**config.mk**
```make
export PLATFORM = sky130hd
export DESIGN_NAME = aeff_rem
export DESIGN_NICKNAME = d
export VERILOG_FILES = /design/src/sv/aeff_pkg.sv /design/src/sv/aeff_rem.sv
export SDC_FILE = /design/constraint.sdc
export NUM_CORES = 1
export LEC_CHECK = 0
export BUFFER_PORTS_ARGS = -buffer_cell sky130_fd_sc_hd__buf_2
export CORE_UTILIZATION = 40
export CTS_BUF_LIST = sky130_fd_sc_hd__clkbuf_8
export DETAILED_ROUTE_END_ITERATION = 8
export PLACE_DENSITY = 0.68
export SETUP_SLACK_MARGIN = 0.5
export SYNTH_ARGS = -nofsm -noshare
export SYNTH_HDL_FRONTEND = slang
export SYNTH_SLANG_ARGS = --single-unit
export TNS_END_PERCENT = 20
```
**constraint.sdc**
```tcl
create_clock -name clk -period 36.8 [get_ports clk]
set_input_delay 1.84 -clock clk [delete_from_list [all_inputs] [get_ports clk]]
set_output_delay 1.84 -clock clk [all_outputs]
set_load 0.01 [all_outputs]
```
**src/sv/aeff_pkg.sv**
```systemverilog
`timescale 1ns / 1ps
// Shared types, codes and helpers for the aligned extent free-range finder.
package aeff_pkg;

  localparam int DW        = 50;            // exact width of gap bounds
  localparam int AW        = 21;            // alignment register width
  localparam int REM_STEPS = 5;             // remainder bits per cycle
  localparam int REM_CYC   = DW / REM_STEPS;
  localparam int RCW       = $clog2(REM_CYC);

  localparam logic [47:0] MASK48 = '1;

  localparam logic [2:0] OP_INSERT = 3'd0;
  localparam logic [2:0] OP_REMOVE = 3'd1;
  localparam logic [2:0] OP_FIRST  = 3'd2;
  localparam logic [2:0] OP_LARGE  = 3'd3;
  localparam logic [2:0] OP_TOTAL  = 3'd4;
  localparam logic [2:0] OP_SLOT   = 3'd5;

  localparam logic [1:0] KIND_PRIMARY  = 2'd0;
  localparam logic [1:0] KIND_EXTENDED = 2'd1;
  localparam logic [1:0] KIND_LOGICAL  = 2'd2;
  localparam logic [1:0] KIND_BAD      = 2'd3;

  localparam logic [2:0] ST_OK       = 3'd0;
  localparam logic [2:0] ST_NOSPACE  = 3'd1;
  localparam logic [2:0] ST_FULL     = 3'd2;
  localparam logic [2:0] ST_NOSLOT   = 3'd3;
  localparam logic [2:0] ST_NOTFOUND = 3'd4;
  localparam logic [2:0] ST_NOEXT    = 3'd5;

  localparam logic [1:0] CFG_ALIGN  = 2'd0;
  localparam logic [1:0] CFG_ASTART = 2'd1;
  localparam logic [1:0] CFG_ALEN   = 2'd2;

  typedef struct packed {
    logic [47:0] start;
    logic [47:0] len;
    logic [7:0]  slot;
  } pent_t;

  typedef struct packed {
    logic [47:0] start;
    logic [47:0] len;
  } lent_t;

  typedef struct packed {
    logic          start;
    logic [DW-1:0] dividend;
    logic [AW-1:0] divisor;
  } rem_req_t;

  typedef struct packed {
    logic          done;
    logic [AW-1:0] rem;
  } rem_rsp_t;

  function automatic logic [47:0] sat48(input logic [DW-1:0] x);
    logic [47:0] y;
    y = (x > {2'b00, MASK48}) ? MASK48 : x[47:0];
    return y;
  endfunction

endpackage

```
**src/sv/aeff_rem.sv**
```systemverilog
`timescale 1ns / 1ps
// Multi-cycle remainder unit: dividend modulo alignment, several bits per cycle.
module aeff_rem (
  input  logic                clk,
  input  logic                rst_n,
  input  aeff_pkg::rem_req_t  req,
  output aeff_pkg::rem_rsp_t  rsp
);

  logic [aeff_pkg::DW-1:0]  q_r, q_nxt;
  logic [aeff_pkg::AW-1:0]  r_r, r_nxt, d_r;
  logic [aeff_pkg::AW:0]    t;
  logic [aeff_pkg::RCW-1:0] cnt_r;
  logic                     busy_r, done_r;

  // restoring steps, dividend MSB first
  always_comb begin
    q_nxt = q_r;
    r_nxt = r_r;
    t     = '0;
    for (int k = 0; k < aeff_pkg::REM_STEPS; k++) begin
      t     = {r_nxt, q_nxt[aeff_pkg::DW-1]};
      q_nxt = {q_nxt[aeff_pkg::DW-2:0], 1'b0};
      if (t >= {1'b0, d_r}) t = t - {1'b0, d_r};
      r_nxt = t[aeff_pkg::AW-1:0];
    end
  end

  always_ff @(posedge clk) begin
    if (!rst_n) begin
      busy_r <= 1'b0;
      done_r <= 1'b0;
      cnt_r  <= '0;
    end else begin
      done_r <= 1'b0;
      if (req.start) begin
        busy_r <= 1'b1;
        cnt_r  <= '0;
      end else if (busy_r) begin
        cnt_r <= cnt_r + 1'b1;
        if (cnt_r == aeff_pkg::RCW'(aeff_pkg::REM_CYC - 1)) begin
          busy_r <= 1'b0;
          done_r <= 1'b1;
        end
      end
    end
  end

  always_ff @(posedge clk) begin
    if (req.start) begin
      q_r <= req.dividend;
      r_r <= '0;
      d_r <= req.divisor;
    end else if (busy_r) begin
      q_r <= q_nxt;
      r_r <= r_nxt;
    end
  end

  assign rsp.done = done_r;
  assign rsp.rem  = r_r;

endmodule

```
# Yosys cells after proc, flatten, opt, wreduce, memory -nomap -nowiden
# Index checks and enable logic that the tools add are counted.
# totals
ff_bits,98
input_bits,74
output_inout_bits,22
word_cells,34
# classes
addsub,6
n_lt_le_gt_ge,5
n_eq_ne,1
muxes,11
bitwise,2
reduce_logical,3
# ops
cell,count
>= comparator 22 x 21 -> 1 bit,5
two-way mux 21 bit,5
subtractor 21 bit,5
two-way mux 50 bit,2
adder 4 x 1 -> 4 bit (second input constant),1
== test 4 bit (second input constant),1
two-way mux 1 bit,4
OR reduction 3 bit,1
inverter 1 bit,2
nonzero test 2 bit,1
OR reduction 2 bit,1

# Logic depth before layout (Yosys ltp)
# Gate-level depths: netlist of run 1.
# depth
word_depth,10
ltp_mapped,67
depth_no_buf,59

# Least setup slack after synthesis of run 1
# OpenSTA, ideal clock, no wires.
# synth_path
path_type,register to register
startpoint,register d_r[1] (netlist bit)
endpoint,register r_r[18] (netlist bit)
setup_time_ns,0.091
t_arrival_ns,13.275
required_time_ns,36.709
slack_ns,23.434
path_stages_with_launch,60
n_path_buf,7
period_less_slack_ns,13.366
path_cell_list,edfxtp_1 -> inv_1 -> fa_1 -> a211oi_1 -> o211ai_1 -> nand4b_1 -> a41oi_2 -> nand2b_1 -> clkbuf_1 -> mux2_2 -> ha_1 -> a211oi_1 -> o21ai_1 -> a2111oi_0 -> nor3_1 -> o221ai_1 -> o211ai_4 -> clkbuf_1 -> (+24 left out) -> mux2_4 -> buf_6 -> nor2_1 -> or3_1 -> ha_1 -> a21oi_1 -> o21bai_1 -> a221oi_1 -> o221ai_1 -> a21oi_1 -> nor2b_1 -> o41ai_1 -> nand4b_1 -> a31oi_1 -> o21a_1 -> buf_2 -> nand3_1 -> a311oi_1
# synth_between
elab_chain_cells,10
elab_cells_between_ends,15
classes_between,5 x add/sub; 5 x order compare; 5 x mux
# synth_lines
element,line,text
from (decl),aeff_rem.sv:11,"logic [aeff_pkg::AW-1:0] r_r, r_nxt, d_r;"
from (signal assigned),aeff_rem.sv:53,d_r <= req.divisor;
subtractor 21 bit / >= comparator 22 x 21 -> 1 bit (equally long branches),aeff_rem.sv:24,"if (t >= {1'b0, d_r}) t = t - {1'b0, d_r};"
two-way mux 21 bit,aeff_rem.sv:24,
subtractor 21 bit / >= comparator 22 x 21 -> 1 bit (equally long branches),aeff_rem.sv:24,
two-way mux 21 bit,aeff_rem.sv:24,
subtractor 21 bit / >= comparator 22 x 21 -> 1 bit (equally long branches),aeff_rem.sv:24,
two-way mux 21 bit,aeff_rem.sv:24,
subtractor 21 bit / >= comparator 22 x 21 -> 1 bit (equally long branches),aeff_rem.sv:24,
two-way mux 21 bit,aeff_rem.sv:24,
subtractor 21 bit / >= comparator 22 x 21 -> 1 bit (equally long branches),aeff_rem.sv:24,
two-way mux 21 bit (*),aeff_rem.sv:24,
to (signal assigned),aeff_rem.sv:56,r_r <= r_nxt;
to (decl),aeff_rem.sv:11,
# Mark *: on every way between the ends. The rest lies on a longest branch, timed or not.
# A chain may end at the register's enable or synchronous reset.

# Final worst setup path of run 1
# layout_path
startpoint,register d_r[0] (netlist bit)
endpoint,register r_r[16] (netlist bit)
# Same word-level chain as after synthesis.

==> results of run 1 <==
## worst max-delay path, delay by kind of cell, from the launching register on
kind | cells | cell delay [ns]
adders and majority gates | 6 | 2.04
muxes | 3 | 1.12
and+or+nand+nor | 12 | 3.01
AOI/OAI and AO/OA | 30 | 8.68
buffers and inverters | 3 | 0.71
DFF | 1 | 0.59
## layout by cell type (no fill, tap or decap), drive strengths merged, types with 15 or more instances in the layout
cell and count:
o21ai 79, xor2 34, mux2i 22, xnor2 49, a21o 37, a21oi 80
o211ai 20, edfxtp 71, nand3 38, inv 67, dfxtp 27, nor3 34
buf 100, nand2 95, nor2 78, ha 107, nor2b 15, nand4 16
nand2b 15, mux2 62
## cell type report
cell class | count | area [um2] | area share
Multi-Input combinational cell | 991 | 7310 | 0.644
Sequential cell | 98 | 2670 | 0.235
Timing Repair Buffer | 100 | 515 | 0.0454
Tap cell | 330 | 413 | 0.0363
Inverter | 65 | 244 | 0.0215
Clock buffer | 9 | 124 | 0.0109
Clock inverter | 7 | 78.8 | 0.00694
## layer usage
metal	vias up	global-route usage	routed length, um
met1	4625	0.328	14400
met3	87	0.0386	2420
met5	-	0	0
li1	4634	-	-
met2	432	0.401	14900
met4	0	0.109	1370
## path summary, 6_finish.rpt
path	startpoint	endpoint	slack [ns]	cells after the start
setup / recovery	d_r[0]	r_r[16]	20.44	54
hold / removal	cnt_r[1]	cnt_r[1]	0.53	2
setup reg to reg	d_r[0]	r_r[16]	20.44	54
hold reg to reg	cnt_r[1]	cnt_r[1]	0.53	2
## through the flow
stage | setup slack (ns) | hold slack [ns] | cells | cell area, um2 | utilization
final | 20.44 | 0.526 | 1600 | 11400 | 0.449
after global routing | 19.17 | 0.548 | 1600 | 11400 | 0.449
after CTS | 20.92 | 0.524 | 1600 | 11400 | 0.449
after detailed placement | 21.04 | 0.506 | 1584 | 11200 | 0.441
after global placement | 21.49 | 0.499 | 1584 | 11200 | 0.441
after floorplan | 23.43 | 0.478 | 1192 | 10400 | -
## kinds of logic after synthesis
family | Yosys count | synth area share
simple gates | 373 | 0.180
compound gates | 339 | 0.225
fa+ha+maj | 112 | 0.138
buf+inv | 103 | 0.0409
flops | 98 | 0.257
mux | 84 | 0.0893
xor+xnor | 83 | 0.0698
## synthesized netlist by cell type, types with 4 or more instances
master,instances
a211o_1,8
a211oi_1,14
a21o_1,37
a21oi_1,80
a221oi_1,4
a311oi_1,11
a31o_2,6
a31oi_1,8
a41oi_1,4
and2_1,12
and3_1,10
and4_1,4
buf_2,7
buf_4,4
clkbuf_1,24
dfxtp_1,27
edfxtp_1,71
fa_1,5
ha_1,107
inv_1,64
mux2_2,60
mux2i_1,21
nand2_1,95
nand2b_1,15
nand3_1,38
nand3b_1,12
nand4_1,16
nor2_1,75
nor2b_1,15
nor3_1,34
nor4_1,6
o211ai_1,16
o21a_1,12
o21ai_0,67
o21ai_1,10
o21bai_1,4
o221ai_1,8
o31ai_1,7
or2_2,10
or3_1,14
xnor2_1,49
xor2_1,34
## state kept, by name, indices dropped and copies added (netlist names)
register / count
r_r: 21
busy_r: 1
done_r: 1
q_r: 50
cnt_r: 4
d_r: 21
==> results.txt, run 1 <==
status: finished clean
clock-pin slew on the worst setup and hold paths: 0.13 ns
via/cell ratio: 6.11
final hold violation count: 0
hpwl dp: 25700 um
IO Port Bufs: 95
CP Class: flop to flop
Crit Path Max Fanout: 64
final WL: 33100 um
I/O pins: 96
max-slew violations: 0
Required @ worst endpoint: 37.07 ns
GRT overflow: 0
fmax: 0.0611 GHz
EDFF count, synth: 71
synthesized cell area: 0.0104 mm2
Slowest cell on crit path: nor2_2
slowest cell delay on critical path: 0.83 ns
Die W: 163 um
Synth area leader: edfxtp_1
drt wl/cell: 20.7 um
area delta synth->final: 9.15%
most frequent CP cell: ha_1
Initial Util: 0.411
Die Y: 163 um
Ys Warns: 0
Worst Skew: 0.0264 ns
worst skew pair latency: 0.41 ns
n_diodes: 0
first-pass GRT wire length: 50900 um
vias post-DR: 9778
Routed Antenna Nets: 0
# rows: 58
cts hold-fix bufs: 0
Post-CTS Setup Inserts: 0
GPL Wtd Cong: 1.06
Root Buffer: clkbuf_8
crit path DAT: 16.63 ns
largest net degree at the start of global routing: 65
vias in the first global route: 9201
Initial DRC Count: 958
Total Nets Final: 1451
Sink Count: 98
Total GRT Usage: 0.249
drt drc: 0
PostCTS Resize Cnt: 0
worst-margin pin slew: 1.05 ns
RSZ-0062 raised after global routing: false
Yosys cell types: 86
layout cells sized above 1: 0.169
Post-Syn Area per Cell: 8.73 um2
die footprint: 0.0267 mm2
Final TNS setup: 0 ns
number of synthesized register bits: 98
prevailing post-synth register cell: edfxtp_1
Synth async-reset ratio: 0
CTS Buffer Depth: 2
H-Tree Depth: 3
Hold Path Class: flop to flop
Post-Syn Nets: 1378
CP startpoint kind: flop
Core ar.: 0.0253 mm2
Synth Instances: 1192
post-synth top area share: 0.205
DR pass1 iterations: 6
CP Capture Type: flop
antenna violations before repair: 0
Final Cycle Share: 0.445
fill cell count: 2492
Period minus WS final: 16.36 ns
CTS Buf Count: 9
CTS tree: yes
synth top area cells: edfxtp_1, ha_1, mux2_2
sequential area share after synthesis: 0.257
Max-Cap Viols: 0
Finish-stage setup viols: 0
Worst slew margin: 0.297
Power of run 1 is left out: the tool's default activity adds up to more than one toggle a clock period on the data nets, which glitch-free logic cannot reach.
==> inputs of run 2 (changes only) <==
==> constraint.sdc (replaced) <==
create_clock -name clk -period 15.65 [get_ports clk]
set_input_delay 0.7825 -clock clk [delete_from_list [all_inputs] [get_ports clk]]
set_output_delay 0.7825 -clock clk [all_outputs]
set_load 0.01 [all_outputs]
==> run 2 against run 1 <==
Compared with the run above: hold slack worse by 0.011 ns; clock skew decreased by 0.0045 ns; critical endpoint unchanged; critical path type unchanged; sequential share of layout area shrank 0.50 points.
==> results.txt, run 2 (synthesis gave the netlist of run 1 again) <==
status: finished clean
Largest register FFs: 50
Final Instance Count excl. Fillers: 1619
CP startpoint kind: flop
Core ar.: 0.0253 mm2
drt wl/cell: 21.1 um
vias post-DR: 9793
DR pass1 iterations: 5
via/cell ratio: 6.05
clock-pin slew on the worst setup and hold paths: 0.12 ns
Final Util: 0.458
I/O pins: 96
cts hold-fix bufs: 0
die footprint: 0.0267 mm2
largest net degree at the start of global routing: 81
r2r setup slk: 1.40 ns
Worst slew margin: 0.333
delay-heaviest family, CP: compound AO/OA/AOI/OAI gates
slowest cell delay on critical path: 0.53 ns
Final TNS setup: 0 ns
Die Y: 163 um
RR Startpoint: d_r[0]
Critical R2R Capture: r_r[16]
fmax: 0.0702 GHz
final hold violation count: 0
Period minus WS final: 14.25 ns
CP Class: flop to flop
Worst Skew: 0.0218 ns
Crit Path Max Fanout: 15
max-slew violations: 0
hpwl dp: 26600 um
GPL Wtd Cong: 0.967
vias in the first global route: 9226
commonest non-fill, non-tap cell in the layout: ha_1
Placed Instances: 1590
Final Cycle Share: 0.911
hold depth: 2
Finish-stage setup viols: 0
Register-to-Register Path Depth: 55
antenna violations before repair: 1
crit path buf inv count: 5
worst skew pair latency: 0.40 ns
crit path DAT: 14.53 ns
Slowest cell on crit path: edfxtp_1
CP Capture Type: flop
Top reg by flops: q_r
Reg area: 0.00267 mm2
CTS Buf Count: 9
RSZ-0062 raised after global routing: false
Hold Path Class: flop to flop
H-Tree Depth: 3
Routed Antenna Nets: 0
GRT overflow: 0
Die W: 163 um
drt drc: 0
Total Nets Final: 1470
Sink Count: 98
Root Buffer: clkbuf_8
Initial Util: 0.411
IO Port Bufs: 95
most frequent CP cell: ha_1
CTS tree: yes
worst hold start: cnt_r[3]
# rows: 58
fill cell count: 2506
most frequent cells in the layout: ha_1, nand2_1, buf_2
CTS Buffer Depth: 2
Hold Path End: done_r
area of the multi-input gates: 0.00742 mm2
first-pass GRT wire length: 51700 um
biggest regs: q_r x50, d_r x21, r_r x21
final WL: 34100 um
Total GRT Usage: 0.255
area delta synth->final: 11.5%
Max-Cap Viols: 0
worst-margin pin slew: 1.00 ns
layout cells sized above 1: 0.191
Initial DRC Count: 971
n_diodes: 0
Required @ worst endpoint: 15.93 ns
run 2: cell count changes in the layout (fill, tap and decap cells not counted), sizes merged:
cell      previous run  this run
o211ai              20        21
buf                100       117
clkinvlp             0         3
inv                 67        65
clkinv               5         4
nor2                78        79
run 2: worst max-delay path by stage:
| stage | endpoint | start | slack, ns | cells after the start |
|---|---|---|---|---|
| 3_5_place_dp | r_r[7] | d_r[0] | 0.61 | 53 |
| 2_1_floorplan | r_r[18] | d_r[1] | 2.28 | 59 |
| 4_1_cts | r_r[16] | d_r[0] | 0.55 | 53 |
| 6_report | r_r[16] | d_r[0] | 1.40 | 55 |
| 3_3_place_gp | r_r[16] | d_r[0] | 0.88 | 53 |
| 5_1_grt | r_r[7] | d_r[1] | 0.40 | 55 |
run 2: area by class of cell:
cell class                 instances  share of cell area
clock inverter                     7             0.00636
tap                              330              0.0356
inverter                          65              0.0213
multi-input combinational        993               0.639
sequential                        98               0.230
clock buffer                       9              0.0107
timing repair buffer             117              0.0564
run 2: timing repair:
| action | CTS | global route |
|---|---|---|
| gates resized for setup | 0 | 23 |
| buffers inserted | 0 | 11 |
| hold endpoints to repair | 0 | 0 |
| endpoints found under the setup margin | 0 | 21 |
run 2: worst min-delay path, cell delays in order (launching register included):
cell	delay, ns
dfxtp_1	0.34
nand3b_1	0.10
nor3_1	0.05
run 2: metrics by stage:
stage	hold WS, ns	instance area [um2]	worst slack (ns)
after detailed placement	0.498	11200	0.606
final	0.516	11600	1.40
after floorplan	0.478	10400	2.28
after CTS	0.518	11400	0.547
after global placement	0.494	11200	0.876
after global routing	0.525	11600	0.402
run 2: layer usage:
metal / GRT usage / wire length (um) / part of all wire / vias up
li1: - / - / - / 4676
met1: 0.335 / 15000 / 0.44 / 4659
met2: 0.414 / 15400 / 0.45 / 394
met3: 0.0500 / 2560 / 0.075 / 62
met4: 0.0896 / 1090 / 0.032 / 2
met5: 0 / 13 / 0.00038 / -
Power of run 2 is left out for the same reason.
==> inputs of run 3 (changes only) <==
--- a/config.mk
+++ b/config.mk
@@ -9,7 +9,7 @@
 export CORE_UTILIZATION = 40
 export CTS_BUF_LIST = sky130_fd_sc_hd__clkbuf_8
 export DETAILED_ROUTE_END_ITERATION = 8
-export PLACE_DENSITY = 0.68
+export PLACE_DENSITY = 0.71
 export SETUP_SLACK_MARGIN = 0.5
 export SYNTH_ARGS = -nofsm -noshare
 export SYNTH_HDL_FRONTEND = slang
==> constraint.sdc (replaced) <==
create_clock -name clk -period 12.4 [get_ports clk]
set_input_delay 0.62 -clock clk [delete_from_list [all_inputs] [get_ports clk]]
set_output_delay 0.62 -clock clk [all_outputs]
set_load 0.01 [all_outputs]
==> run 3 against run 2 <==
Compared with the run above: fmax rose by 18%; sequential share of layout area fell by 3.7 points; wire length rose by 8.4%; hold slack got worse by 0.11 ns; worst setup slack got worse by 1.1 ns; critical path depth did not move; clock skew fell by 0.0011 ns; sequential cell count did not move; highest routed layer is now met4.
==> results.txt, run 3 (synthesis gave the netlist of run 1 again) <==
GPL Wtd Cong: 1.00
Finish-stage setup viols: 0
die footprint: 0.0267 mm2
commonest non-fill, non-tap cell in the layout: buf_4
vias in the first global route: 10.2k
first-pass GRT wire length: 55100 um
met2 GRT Util: 0.445
area delta synth->final: 33.1%
Die Y: 163 um
I/O pins: 96
drt drc: 0
met1 usage: 0.358
Worst slew margin: 0.422
Largest register FFs: 50
Max-Cap Viols: 0
final WL: 36900 um
Root Buffer: clkbuf_8
CTS Buf Count: 9
# rows: 58
Routed Antenna Nets: 0
GRT overflow: 0
H-Tree Depth: 3
hold depth: 1
Hold WS: 0.401 ns
biggest regs: q_r x50, d_r x21, r_r x21
crit path DAT: 12.36 ns
CTS Buffer Depth: 2
Initial DRC Count: 923
Core ar.: 0.0253 mm2
most frequent cells in the layout: buf_4, buf_2, nand2_1
busiest grt layer: met2
hpwl dp: 28000 um
Sink Count: 98
antenna violations before repair: 0
final design area excluding fillers: 0.0139 mm2
via/cell ratio: 6.00
CTS tree: yes
Critical R2R Capture: r_r[8]
slowest cell delay on critical path: 0.49 ns
placed cell area: 0.0123 mm2
vias post-DR: 10.8k
DR pass1 iterations: 5
crit path capture: r_r[8]
Final Util: 0.547
Total GRT Usage: 0.269
Setup WS pre-CTS: -0.276 ns
CP Capture Type: flop
Top reg by flops: q_r
Crit Path Max Fanout: 8
Hold Path Class: input pin to flop
RSZ-0062 raised after global routing: true
RR Startpoint: q_r[49]
r2r setup slk: 0.33 ns
CP startpoint kind: flop
clock-pin slew on the worst setup and hold paths: 0.12 ns
status: finished clean
Slowest cell on crit path: or4_4
largest net degree at the start of global routing: 53
worst-margin pin slew: 0.867 ns
Register-to-Register Path Depth: 55
Total Nets Final: 1643
Worst Skew: 0.0208 ns
Initial Util: 0.411
IO Port Bufs: 95
CP Class: flop to flop
met3 GRT Util: 0.0361
layout cells sized above 1: 0.369
n_diodes: 0
worst skew pair latency: 0.39 ns
fmax: 0.0829 GHz
crit path from: q_r[49]
max-slew violations: 0
drt wl/cell: 20.6 um
Required @ worst endpoint: 12.69 ns
setup ws final: 0.333 ns
Final Cycle Share: 0.973
Die W: 163 um
Period minus WS final: 12.07 ns
final hold violation count: 0
-- run 3: layout make-up --
class                      instances  area, um2
clock inverter                     7       92.6
clock buffer                       9        124
multi-input combinational        993       8290
tap                              330        413
timing repair buffer             290       2020
inverter                          65        244
fill                            2200      11500
sequential                        98       2670
-- run 3: critical path, delay by kind of cell, from the launching register on --
| family | cells | cell delay, ns |
|---|---|---|
| DFF | 1 | 0.41 |
| and+or+nand+nor | 14 | 2.98 |
| muxes | 3 | 0.87 |
| adders and majority gates | 6 | 1.67 |
| AOI/OAI and AO/OA | 25 | 4.93 |
| buffers and inverters | 7 | 1.09 |
-- run 3: repair_timing --
item	in CTS	in global routing
pin swaps	43	67
hold buffers	0	0
setup buffers	30	23
gates resized for setup	74	118
endpoints found under the hold margin	0	0
gates cloned	3	1
endpoints found under the setup margin	21	21
-- run 3: metrics by stage --
stage          TNS (ns)  instances
3_5_place_dp      -3.22       1719
5_1_grt          -0.400       1792
2_1_floorplan         0       1192
4_1_cts               0       1768
3_3_place_gp          0       1719
6_report              0       1792
-- run 3: per-layer routing --
metal | vias to the layer above | wire, um | share of wire
li1 | 5008 | - | -
met1 | 5201 | 15700 | 0.42
met2 | 459 | 17200 | 0.47
met3 | 85 | 2820 | 0.076
met4 | 0 | 1250 | 0.034
met5 | - | 0 | 0
-- run 3: worst min-delay path by stage --
stage          startpoint       end
6_report           req[3]    d_r[3]
3_5_place_dp     cnt_r[3]    done_r
3_3_place_gp     cnt_r[3]  cnt_r[3]
4_1_cts            req[3]    d_r[3]
5_1_grt            req[3]    d_r[3]
2_1_floorplan    cnt_r[3]    done_r
Power of run 3 is left out for the same reason.
